### src/hdl/sss_pkg.sv
`default_nettype none

package sss_pkg;

   // default number of scanned digit positions
   localparam int DIGITS_DEFAULT = 4;

   // field widths
   localparam int CODE_W   = 8;
   localparam int INDEX_W  = 2;
   localparam int ENABLE_W = 4;
   localparam int HALF_W   = 10;
   localparam int DWELL_W  = 16;
   localparam int TIMER_W  = 16;
   localparam int COUNT_W  = 4;

   // bits shifted out for each digit
   localparam int BITS_PER_DIGIT = 8;

   // register file
   localparam int CSR_ADDR_W = 4;
   localparam int CSR_DATA_W = 32;
   localparam logic [1:0] REG_RAW_MODE  = 2'd0;
   localparam logic [1:0] REG_BIT_HALF  = 2'd1;
   localparam logic [1:0] REG_DWELL     = 2'd2;

   localparam logic [HALF_W-1:0]  BIT_HALF_RESET = 10'd10;
   localparam logic [DWELL_W-1:0] DWELL_RESET    = 16'd1000;

   // input beat kinds
   localparam logic ACT_WRITE = 1'b0;
   localparam logic ACT_TICK  = 1'b1;

   // output enable of the shift register is held asserted (low)
   localparam logic OUT_ENABLE_N_LEVEL = 1'b0;

   typedef struct packed {
      logic               raw_mode;
      logic [HALF_W-1:0]  bit_half_ticks;
      logic [DWELL_W-1:0] dwell_ticks;
   } cfg_type;

   typedef struct packed {
      logic                ser_data;
      logic                shift_clk;
      logic                store_clk;
      logic                out_enable_n;
      logic [ENABLE_W-1:0] digit_enable;
      logic                frame_done;
   } pins_type;

   typedef enum logic [3:0] {
      PH_START = 4'b0001,
      PH_LOW   = 4'b0010,
      PH_HIGH  = 4'b0100,
      PH_DWELL = 4'b1000
   } phase_type;

   // common-cathode font, segment order dp g f e d c b a
   function automatic logic [CODE_W-1:0] font_cathode(input logic [CODE_W-1:0] c);
      logic [CODE_W-1:0] seg;
      case (c)
         8'h00, 8'h30, 8'h4F: seg = 8'h3f;
         8'h01, 8'h31:        seg = 8'h06;
         8'h02, 8'h32:        seg = 8'h5b;
         8'h03, 8'h33:        seg = 8'h4f;
         8'h04, 8'h34:        seg = 8'h66;
         8'h05, 8'h35, 8'h53: seg = 8'h6d;
         8'h06, 8'h36, 8'h47: seg = 8'h7d;
         8'h07, 8'h37:        seg = 8'h07;
         8'h08, 8'h38:        seg = 8'h7f;
         8'h09, 8'h39, 8'h67: seg = 8'h6f;
         8'h2D:               seg = 8'h40;
         8'h2E:               seg = 8'h80;
         8'h3D:               seg = 8'h48;
         8'h0A, 8'h41:        seg = 8'h77;
         8'h0C, 8'h43:        seg = 8'h39;
         8'h0E, 8'h45:        seg = 8'h79;
         8'h0F, 8'h46:        seg = 8'h71;
         8'h48:               seg = 8'h76;
         8'h4A:               seg = 8'h1e;
         8'h4C:               seg = 8'h38;
         8'h4E:               seg = 8'h37;
         8'h50, 8'h70:        seg = 8'h73;
         8'h55:               seg = 8'h3e;
         8'h5F:               seg = 8'h08;
         8'h0B, 8'h62:        seg = 8'h7c;
         8'h63:               seg = 8'h58;
         8'h0D, 8'h64:        seg = 8'h5e;
         8'h65:               seg = 8'h7b;
         8'h68:               seg = 8'h74;
         8'h69:               seg = 8'h10;
         8'h6E:               seg = 8'h54;
         8'h6F:               seg = 8'h5c;
         8'h71:               seg = 8'h67;
         8'h72:               seg = 8'h50;
         8'h74:               seg = 8'h78;
         8'h75:               seg = 8'h1c;
         8'h79:               seg = 8'h6e;
         default:             seg = 8'h00;
      endcase
      return seg;
   endfunction

endpackage

`default_nettype wire

### src/hdl/sss_req_if.sv
`default_nettype none

interface sss_req_if;
   logic       valid;
   logic       ready;
   logic       action;
   logic [1:0] digit_index;
   logic [7:0] digit_code;

   modport source (output valid, action, digit_index, digit_code, input ready);
   modport sink   (input valid, action, digit_index, digit_code, output ready);
endinterface

`default_nettype wire

### src/hdl/sss_rsp_if.sv
`default_nettype none

interface sss_rsp_if;
   logic       valid;
   logic       ready;
   logic       ser_data;
   logic       shift_clk;
   logic       store_clk;
   logic       out_enable_n;
   logic [3:0] digit_enable;
   logic       frame_done;

   modport source (output valid, ser_data, shift_clk, store_clk, out_enable_n,
                   digit_enable, frame_done, input ready);
   modport sink   (input valid, ser_data, shift_clk, store_clk, out_enable_n,
                   digit_enable, frame_done, output ready);
endinterface

`default_nettype wire

### src/hdl/sss_csr.sv
`default_nettype none

module sss_csr (
   input  logic                             clock,
   input  logic                             reset,
   input  logic                             psel,
   input  logic                             penable,
   input  logic                             pwrite,
   input  logic [sss_pkg::CSR_ADDR_W-1:0]   paddr,
   input  logic [sss_pkg::CSR_DATA_W-1:0]   pwdata,
   output logic [sss_pkg::CSR_DATA_W-1:0]   prdata,
   output logic                             pready,
   output sss_pkg::cfg_type                 cfg
);
   import sss_pkg::*;

   logic               raw_mode_ff, raw_mode_in;
   logic [HALF_W-1:0]  bit_half_ff, bit_half_in;
   logic [DWELL_W-1:0] dwell_ff, dwell_in;
   logic               wr_en;
   logic [1:0]         reg_idx;

   assign pready  = 1'b1;
   assign wr_en   = psel & penable & pwrite;
   assign reg_idx = paddr[3:2];

   // register write decode
   always_comb begin
      raw_mode_in = raw_mode_ff;
      bit_half_in = bit_half_ff;
      dwell_in    = dwell_ff;
      if (wr_en) begin
         case (reg_idx)
            REG_RAW_MODE: raw_mode_in = pwdata[0];
            REG_BIT_HALF: bit_half_in = pwdata[HALF_W-1:0];
            REG_DWELL:    dwell_in    = pwdata[DWELL_W-1:0];
            default:      ;
         endcase
      end
   end

   always_ff @(posedge clock) begin
      if (reset) begin
         raw_mode_ff <= 1'b0;
         bit_half_ff <= BIT_HALF_RESET;
         dwell_ff    <= DWELL_RESET;
      end else begin
         raw_mode_ff <= raw_mode_in;
         bit_half_ff <= bit_half_in;
         dwell_ff    <= dwell_in;
      end
   end

   // read back
   always_comb begin
      case (reg_idx)
         REG_RAW_MODE: prdata = {{(CSR_DATA_W-1){1'b0}}, raw_mode_ff};
         REG_BIT_HALF: prdata = {{(CSR_DATA_W-HALF_W){1'b0}}, bit_half_ff};
         REG_DWELL:    prdata = {{(CSR_DATA_W-DWELL_W){1'b0}}, dwell_ff};
         default:      prdata = '0;
      endcase
   end

   assign cfg.raw_mode       = raw_mode_ff;
   assign cfg.bit_half_ticks = bit_half_ff;
   assign cfg.dwell_ticks    = dwell_ff;

endmodule

`default_nettype wire

### src/hdl/sss_scan.sv
`default_nettype none

module sss_scan #(
   parameter int DIGITS = sss_pkg::DIGITS_DEFAULT
) (
   input  logic                           clock,
   input  logic                           reset,
   input  logic                           beat_en,
   input  logic                           action,
   input  logic [sss_pkg::INDEX_W-1:0]    digit_index,
   input  logic [sss_pkg::CODE_W-1:0]     digit_code,
   input  sss_pkg::cfg_type               cfg,
   output sss_pkg::pins_type              pins
);
   import sss_pkg::*;

   localparam int DIG_W = (DIGITS > 1) ? $clog2(DIGITS) : 1;

   logic [CODE_W-1:0]  store_ff [DIGITS];
   logic               store_we;
   logic [DIG_W-1:0]   store_idx;

   logic [DIG_W-1:0]   digit_ff, digit_in;
   logic [COUNT_W-1:0] count_ff, count_in;
   phase_type          phase_ff, phase_in;
   logic [TIMER_W-1:0] timer_ff, timer_in;
   logic [CODE_W-1:0]  byte_ff, byte_in;
   pins_type           pins_ff, pins_in;

   logic [CODE_W-1:0]  code_sel;
   logic [CODE_W-1:0]  shifted;
   logic [COUNT_W-1:0] count_inc;
   logic [ENABLE_W-1:0] digit_onehot;
   logic               half_done;
   logic               dwell_done;

   // digit code writes
   assign store_we  = beat_en && (action == ACT_WRITE) && (32'(digit_index) < DIGITS);
   assign store_idx = DIG_W'(digit_index);

   always_ff @(posedge clock) begin
      if (reset) begin
         for (int i = 0; i < DIGITS; i++) begin
            store_ff[i] <= '0;
         end
      end else if (store_we) begin
         store_ff[store_idx] <= digit_code;
      end
   end

   // datapath helpers
   assign code_sel   = cfg.raw_mode ? store_ff[digit_ff] : font_cathode(store_ff[digit_ff]);
   assign shifted    = {byte_ff[CODE_W-2:0], 1'b0};
   assign count_inc  = count_ff + COUNT_W'(1);
   assign half_done  = timer_ff >= {{(TIMER_W-HALF_W){1'b0}}, cfg.bit_half_ticks};
   assign dwell_done = timer_ff >= cfg.dwell_ticks;

   always_comb begin
      for (int i = 0; i < ENABLE_W; i++) begin
         digit_onehot[i] = (32'(digit_ff) == i);
      end
   end

   // scan sequencer, one step per tick beat
   always_comb begin
      digit_in = digit_ff;
      count_in = count_ff;
      phase_in = phase_ff;
      timer_in = timer_ff;
      byte_in  = byte_ff;
      pins_in  = pins_ff;
      if (beat_en) begin
         pins_in.frame_done = 1'b0;
         if (action == ACT_TICK) begin
            case (phase_ff)
               PH_START: begin
                  byte_in           = code_sel;
                  count_in          = '0;
                  pins_in           = '0;
                  pins_in.ser_data  = code_sel[CODE_W-1];
                  pins_in.out_enable_n = OUT_ENABLE_N_LEVEL;
                  timer_in          = TIMER_W'(1);
                  phase_in          = PH_LOW;
               end
               PH_LOW: begin
                  if (half_done) begin
                     pins_in.shift_clk = 1'b1;
                     timer_in          = TIMER_W'(1);
                     phase_in          = PH_HIGH;
                  end else begin
                     timer_in = timer_ff + TIMER_W'(1);
                  end
               end
               PH_HIGH: begin
                  if (half_done) begin
                     byte_in  = shifted;
                     count_in = count_inc;
                     timer_in = TIMER_W'(1);
                     if (count_inc >= COUNT_W'(BITS_PER_DIGIT)) begin
                        // last bit clocked in: latch and light the digit
                        pins_in.store_clk    = 1'b1;
                        pins_in.digit_enable = digit_onehot;
                        phase_in             = PH_DWELL;
                     end else begin
                        pins_in              = '0;
                        pins_in.ser_data     = shifted[CODE_W-1];
                        pins_in.out_enable_n = OUT_ENABLE_N_LEVEL;
                        phase_in             = PH_LOW;
                     end
                  end else begin
                     timer_in = timer_ff + TIMER_W'(1);
                  end
               end
               PH_DWELL: begin
                  if (dwell_done) begin
                     pins_in.digit_enable = '0;
                     if (digit_ff == DIG_W'(DIGITS - 1)) begin
                        pins_in.frame_done = 1'b1;
                        digit_in           = '0;
                     end else begin
                        digit_in = digit_ff + DIG_W'(1);
                     end
                     timer_in = '0;
                     phase_in = PH_START;
                  end else begin
                     timer_in = timer_ff + TIMER_W'(1);
                  end
               end
               default: begin
                  phase_in = PH_START;
               end
            endcase
         end
      end
   end

   always_ff @(posedge clock) begin
      if (reset) begin
         digit_ff <= '0;
         count_ff <= '0;
         phase_ff <= PH_START;
         timer_ff <= '0;
         byte_ff  <= '0;
         pins_ff  <= '0;
      end else begin
         digit_ff <= digit_in;
         count_ff <= count_in;
         phase_ff <= phase_in;
         timer_ff <= timer_in;
         byte_ff  <= byte_in;
         pins_ff  <= pins_in;
      end
   end

   assign pins = pins_ff;

endmodule

`default_nettype wire

### src/hdl/seven_segment_scan_serializer_core.sv
// Seven-segment scan serializer core.
//
// Input channel (req_bus): each beat is either a digit write (action 0:
// digit_code stored at digit_index) or one time tick (action 1) that
// advances the serial shift, latch and digit-enable timing by one step.
// Result channel (rsp_bus): exactly one beat per input beat, carrying the
// pin levels after that step and frame_done for the tick that ends the
// last digit's dwell. A write beat repeats the pins but clears frame_done.
// Configuration (APB): raw_mode at 0x0, bit_half_ticks at 0x4,
// dwell_ticks at 0x8; a write lands on the access cycle, pready is tied high.
//
// The pins register that closes the single combinational step is the result
// register. Throughput is one beat per cycle while rsp_bus.ready is high;
// the tick sequencer and store update complete in that one step. Reset
// clears the digit codes, the sequencer and all pins and loads the register
// defaults. While a result is waiting and rsp_bus.ready is low, req_bus.ready
// drops and the result holds until it is taken.
`default_nettype none

module seven_segment_scan_serializer_core #(
   parameter int DIGITS = sss_pkg::DIGITS_DEFAULT
) (
   input  logic                             clock,
   input  logic                             reset,
   sss_req_if.sink                          req_bus,
   sss_rsp_if.source                        rsp_bus,
   input  logic                             psel,
   input  logic                             penable,
   input  logic                             pwrite,
   input  logic [sss_pkg::CSR_ADDR_W-1:0]   paddr,
   input  logic [sss_pkg::CSR_DATA_W-1:0]   pwdata,
   output logic [sss_pkg::CSR_DATA_W-1:0]   prdata,
   output logic                             pready
);
   import sss_pkg::*;

   cfg_type  cfg;
   pins_type pins;
   logic     req_beat;
   logic     rsp_valid_ff, rsp_valid_in;

   sss_csr u_csr (
      .clock   (clock),
      .reset   (reset),
      .psel    (psel),
      .penable (penable),
      .pwrite  (pwrite),
      .paddr   (paddr),
      .pwdata  (pwdata),
      .prdata  (prdata),
      .pready  (pready),
      .cfg     (cfg)
   );

   // take a new beat whenever the result slot is free or being emptied
   assign req_bus.ready = !rsp_valid_ff || rsp_bus.ready;
   assign req_beat      = req_bus.valid && req_bus.ready;

   sss_scan #(
      .DIGITS (DIGITS)
   ) u_scan (
      .clock       (clock),
      .reset       (reset),
      .beat_en     (req_beat),
      .action      (req_bus.action),
      .digit_index (req_bus.digit_index),
      .digit_code  (req_bus.digit_code),
      .cfg         (cfg),
      .pins        (pins)
   );

   // result valid
   always_comb begin
      if (req_beat) begin
         rsp_valid_in = 1'b1;
      end else if (rsp_bus.ready) begin
         rsp_valid_in = 1'b0;
      end else begin
         rsp_valid_in = rsp_valid_ff;
      end
   end

   always_ff @(posedge clock) begin
      if (reset) begin
         rsp_valid_ff <= 1'b0;
      end else begin
         rsp_valid_ff <= rsp_valid_in;
      end
   end

   assign rsp_bus.valid        = rsp_valid_ff;
   assign rsp_bus.ser_data     = pins.ser_data;
   assign rsp_bus.shift_clk    = pins.shift_clk;
   assign rsp_bus.store_clk    = pins.store_clk;
   assign rsp_bus.out_enable_n = pins.out_enable_n;
   assign rsp_bus.digit_enable = pins.digit_enable;
   assign rsp_bus.frame_done   = pins.frame_done;

endmodule

`default_nettype wire

### src/flat_wrapper.sv
// flat-port wrapper written by rule: the top's interface ports become plain ports
module seven_segment_scan_serializer_core_flat import sss_pkg::*;
#(
   parameter int DIGITS = sss_pkg::DIGITS_DEFAULT
)
  (clock, reset, psel, penable, pwrite, paddr, pwdata, prdata, pready, req_bus_valid, req_bus_action, req_bus_digit_index, req_bus_digit_code, req_bus_ready, rsp_bus_valid, rsp_bus_ser_data, rsp_bus_shift_clk, rsp_bus_store_clk, rsp_bus_out_enable_n, rsp_bus_digit_enable, rsp_bus_frame_done, rsp_bus_ready);
  sss_req_if req_bus_i ();
  sss_rsp_if rsp_bus_i ();
  input  logic clock;
  input  logic reset;
  input  logic psel;
  input  logic penable;
  input  logic pwrite;
  input  logic [sss_pkg::CSR_ADDR_W-1:0] paddr;
  input  logic [sss_pkg::CSR_DATA_W-1:0] pwdata;
  output logic [sss_pkg::CSR_DATA_W-1:0] prdata;
  output logic pready;
  input wire logic [$bits(req_bus_i.valid)-1:0] req_bus_valid;
  input wire logic [$bits(req_bus_i.action)-1:0] req_bus_action;
  input wire logic [$bits(req_bus_i.digit_index)-1:0] req_bus_digit_index;
  input wire logic [$bits(req_bus_i.digit_code)-1:0] req_bus_digit_code;
  output wire logic [$bits(req_bus_i.ready)-1:0] req_bus_ready;
  output wire logic [$bits(rsp_bus_i.valid)-1:0] rsp_bus_valid;
  output wire logic [$bits(rsp_bus_i.ser_data)-1:0] rsp_bus_ser_data;
  output wire logic [$bits(rsp_bus_i.shift_clk)-1:0] rsp_bus_shift_clk;
  output wire logic [$bits(rsp_bus_i.store_clk)-1:0] rsp_bus_store_clk;
  output wire logic [$bits(rsp_bus_i.out_enable_n)-1:0] rsp_bus_out_enable_n;
  output wire logic [$bits(rsp_bus_i.digit_enable)-1:0] rsp_bus_digit_enable;
  output wire logic [$bits(rsp_bus_i.frame_done)-1:0] rsp_bus_frame_done;
  input wire logic [$bits(rsp_bus_i.ready)-1:0] rsp_bus_ready;
  assign req_bus_i.valid = req_bus_valid;
  assign req_bus_i.action = req_bus_action;
  assign req_bus_i.digit_index = req_bus_digit_index;
  assign req_bus_i.digit_code = req_bus_digit_code;
  assign req_bus_ready = req_bus_i.ready;
  assign rsp_bus_valid = rsp_bus_i.valid;
  assign rsp_bus_ser_data = rsp_bus_i.ser_data;
  assign rsp_bus_shift_clk = rsp_bus_i.shift_clk;
  assign rsp_bus_store_clk = rsp_bus_i.store_clk;
  assign rsp_bus_out_enable_n = rsp_bus_i.out_enable_n;
  assign rsp_bus_digit_enable = rsp_bus_i.digit_enable;
  assign rsp_bus_frame_done = rsp_bus_i.frame_done;
  assign rsp_bus_i.ready = rsp_bus_ready;
  seven_segment_scan_serializer_core #(.DIGITS(DIGITS)) u_core (.clock(clock), .reset(reset), .req_bus(req_bus_i), .rsp_bus(rsp_bus_i), .psel(psel), .penable(penable), .pwrite(pwrite), .paddr(paddr), .pwdata(pwdata), .prdata(prdata), .pready(pready));
endmodule
### config.mk
export PLATFORM = sky130hd
export DESIGN_NAME = seven_segment_scan_serializer_core_flat
export DESIGN_NICKNAME = d
export VERILOG_FILES = /design/src/hdl/sss_pkg.sv /design/src/hdl/sss_req_if.sv /design/src/hdl/sss_rsp_if.sv /design/src/hdl/sss_csr.sv /design/src/hdl/sss_scan.sv /design/src/hdl/seven_segment_scan_serializer_core.sv /design/src/flat_wrapper.sv
export SDC_FILE = /design/constraint.sdc
export NUM_CORES = 1
export LEC_CHECK = 0
export ABC_AREA = 0
export BUFFER_PORTS_ARGS = -buffer_cell sky130_fd_sc_hd__buf_4
export CORE_ASPECT_RATIO = 0.7
export CORE_MARGIN = 2
export CORE_UTILIZATION = 53
export CTS_CLUSTER_SIZE = 10
export DETAILED_ROUTE_END_ITERATION = 10
export GPL_ROUTABILITY_DRIVEN = 0
export PLACE_DENSITY = 0.75
export REMOVE_ABC_BUFFERS = 1
export SETUP_SLACK_MARGIN = 0.5
export SYNTH_ARGS = -nofsm -noshare
export SYNTH_HDL_FRONTEND = slang
export SYNTH_SLANG_ARGS = --single-unit
export TNS_END_PERCENT = 30
### constraint.sdc
create_clock -name clock -period 5.5 [get_ports clock]
set_input_delay 0.825 -clock clock [delete_from_list [all_inputs] [get_ports clock]]
set_output_delay 0.825 -clock clock [all_outputs]
set_load 0.005 [all_outputs]
==> run_results.csv <==
group,metric,value,unit
status,status,"finished clean",
worst_setup_path,cp_slowest_cell,"mux4_2",
sta,hold_violations,0,
layout,drive_gt1_share,13.8,%
sta,report.final.setup_viol,0,
clocking,clock-sinks,103,
synth,netlist_instances,777,
placement,dp_hpwl,12000,um
min_path,worstHoldStart,"u_core.u_scan.byte_ff[0]",
sta,finalCritPeriodShare,71.2,%
sta,rsz0062_at_grt,"no",
synth,async_reset_ff_share,0,%
grt,grt-ovfl-total,0,
sta,fin_ws,1580,ps
synth,ys.flop_type,"dfxtp_1",
floorplanning,start_util,54.1,%
layout,antenna_cells,0,
clocking,cts_tree,"done",
detailed_routing,route.detailed.drc,0,
synth,synth-edff-count,32,
power,power,0.00169,W
placement,port_buffers,61,
floorplanning,rows,34,
floorplanning,pin_count,98,
min_path,whs_path_depth,2,
synth,ys.warnings.count,0,
floorplanning,die_w,138,um
layout,final_area,0.00740,mm^2
worst_setup_path,r2r_end,"u_core.u_scan.byte_ff[3]",
clocking,clk_path_buf_depth,2,
detailed_routing,postRouteAntennaNets,0,
worst_setup_path,crit_family,"multiplexers",
floorplanning,dieArea,0.0135,mm^2
clocking,postCtsSetupBuffers,0,
floorplanning,design.core.area,0.0123,mm^2
sta,maxSlewViolCount,0,
worst_setup_path,r2r_slack,1580,ps
sta,worstMarginPinSlew,1150,ps
synth,synth.distinct_cells,76,
synth,ys_seq_elements,103,
floorplanning,die_h,97.9,um
synth,ys_seq_area_share,35.7,%
grt,antenna_found_initial,0,
worst_setup_path,arrival,4190,ps
layout,finalNetCount,902,
clocking,clk_pin_slew,70,ps
flow_run,max_cap_viol_count,0,
worst_setup_path,required,5780,ps
grt,grt_pass1_vias,5720,
detailed_routing,drt_iter0_drc,795,
min_path,holdPathEnd,"u_core.u_scan.byte_ff[0]",
worst_setup_path,cp-start-kind,"flop",
synth,syn_avg_cell_area,8.59,um^2
sta,max_freq,255,MHz
power,p_leak,2.90,nW
layout,area_growth,10.9,%
detailed_routing,vias,6077,
synth,yosysTopAreaCell,"dfxtp_1",
clocking,clockRootBuffer,"clkbuf_16",
grt,grt_max_degree,61,
grt,gr-usage-all-layers,25.0,%
worst_setup_path,cp_max_fo,16,
clocking,cts-resized-gates,0,
sta,timing.slew.headroom,23.4,%
power,max-vdd-ir-drop,0.000157,V
worst_setup_path,r2r_cells,11,
synth,synth_largest_type_area_fraction,21.3,%
sta,fin_crit,3920,ps
clocking,cts_max_level,3,
placement,pre_cts_ws,1670,ps
worst_setup_path,cp-end-kind,"flop",
clocking,clk_latency,350,ps
clocking,cts_buffers,9,
worst_setup_path,path_class,"reg -> reg",
min_path,hp-class,"reg -> reg",
detailed_routing,dr.pass1.iters,5,
clocking,postCtsHoldBufs,0,
detailed_routing,routedWlPerCell,17.4,um
sta,fin_skew,10.2,ps
layout,finish.utilization,60.0,%
grt,grt_pass1_wl,28100,um
placement,post_dp_cell_area,0.00709,mm^2
sta,timing.setup.tns,0,ps
worst_setup_path,slowest_delay,790,ps
detailed_routing,drt_wl_total,17000,um
synth,synth_area_leaders,"dfxtp_1, edfxtp_1, ha_1",
worst_setup_path,path_cells,"mux4_2 -> inv_1 -> ha_1 -> inv_1 -> and2_1 -> o21ai_1 -> a21oi_1 -> a211oi_2 -> a2111oi_0 -> or4_1 -> a21oi_1",
worst_setup_path,path_buf_inv,2,
detailed_routing,drt-vias-per-instance,6.24,
synth,syn_area,0.00667,mm^2
power,power_density,228,mW/mm^2
cell usage in the layout, fill, tap and decap left out, types with 17 or more instances in the layout:
master and instances:
ha_1 41, nor2_1 42, a21oi_1 69, o21ai_0 37, buf_4 66, nand2_1 88, dfxtp_1 71, nand3_1 20
o211ai_1 17, edfxtp_1 32, and2_1 42, inv_1 36, conb_1 18
per-layer routing:
metal | wire length, um | GRT usage, % | share of wire (%)
met4 | 218 | 6.51 | 1.3
met1 | 7690 | 36.6 | 45
met2 | 7490 | 37.8 | 44
met3 | 1570 | 5.39 | 9.2
met5 | 0 | 0 | 0
cell families after synthesis:
family	after synthesis	share of synthesized area, %
buffers and inverters	102	7.39
other	2	0.113
muxes	24	4.86
AOI/OAI and AO/OA	224	22.5
DFF	103	35.7
xor gates and xnor gates	9	1.18
adders and majority gates	41	7.69
and+or+nand+nor	272	20.6
area by class of cell:
type,instances,area (um^2)
clock buffer,9,225
clock inverter,7,86.3
fill,1048,4940
inverter,39,146
multi-input combinational,588,3860
sequential,103,2380
tap,162,203
timing repair buffer,66,495
how the worst max path moves through the flow:
stage	cells after the start	to	slack [ps]	from
5_1_grt	11	u_core.u_scan.byte_ff[3]	1360	flop
6_report	11	u_core.u_scan.byte_ff[3]	1580	flop
3_3_place_gp	11	u_core.u_scan.byte_ff[3]	1790	flop
3_5_place_dp	11	u_core.u_scan.byte_ff[3]	1670	flop
4_1_cts	11	u_core.u_scan.byte_ff[3]	1630	flop
2_1_floorplan	11	u_core.u_scan.byte_ff[3]	2300	flop
synthesized netlist by cell type (all sizes together) (3+ instances only):
cell	instances
nand2	88
a31o	5
dfxtp	71
and3	13
xnor2	6
nor3	12
a211o	3
buf	31
mux2	4
o22ai	3
a211oi	10
xor2	3
edfxtp	32
a21o	9
and2	42
a221oi	4
clkbuf	32
a22oi	4
a2111oi	9
or2	6
nand3b	3
mux2i	14
mux4	6
nand4	10
a21boi	3
nand3	20
nor2	46
a21oi	70
o31ai	4
nor3b	4
o211ai	18
nor2b	9
nand2b	9
o21a	3
ha	41
inv	38
o21ai	41
a22o	13
o2111ai	6
stage by stage:
stage	instances	hold WS, ps
after floorplan	730	426
after global placement	958	440
final	974	458
after detailed placement	958	445
after global routing	974	489
after CTS	974	454
flip-flops by register name (all words and copies together) (netlist names), named ones only:
register,cells
u_core.u_scan.timer_ff,16
u_core.u_csr.raw_mode_ff,1
u_core.u_scan.store_ff,32
u_core.u_csr.bit_half_ff,10
u_core.u_scan.digit_ff,2
u_core.u_scan.phase_ff,4
u_core.u_scan.count_ff,4
u_core.u_scan.pins,8
u_core.u_csr.dwell_ff,16
u_core.rsp_bus.valid,1
u_core.u_scan.byte_ff,7
worst register-to-register path, cell delays in order, from the launching register on:
cell       delay (ps)
dfxtp_1           730
mux4_2            800
inv_1             230
ha_1              470
inv_1             140
and2_1            170
o21ai_1           180
a21oi_1           120
a211oi_2          170
a2111oi_0         110
or4_1             560
a21oi_1           160
power breakdown:
part / total, W / internal [W] / switching [W]
sequential: 0.000817 / 0.000803 / 0.0000137
combinational: 0.000209 / 0.0000804 / 0.000129
clock: 0.000664 / 0.000363 / 0.000302
total: 0.00169 / 0.00125 / 0.000444
Note: power is estimated with default switching activity, not from simulation.
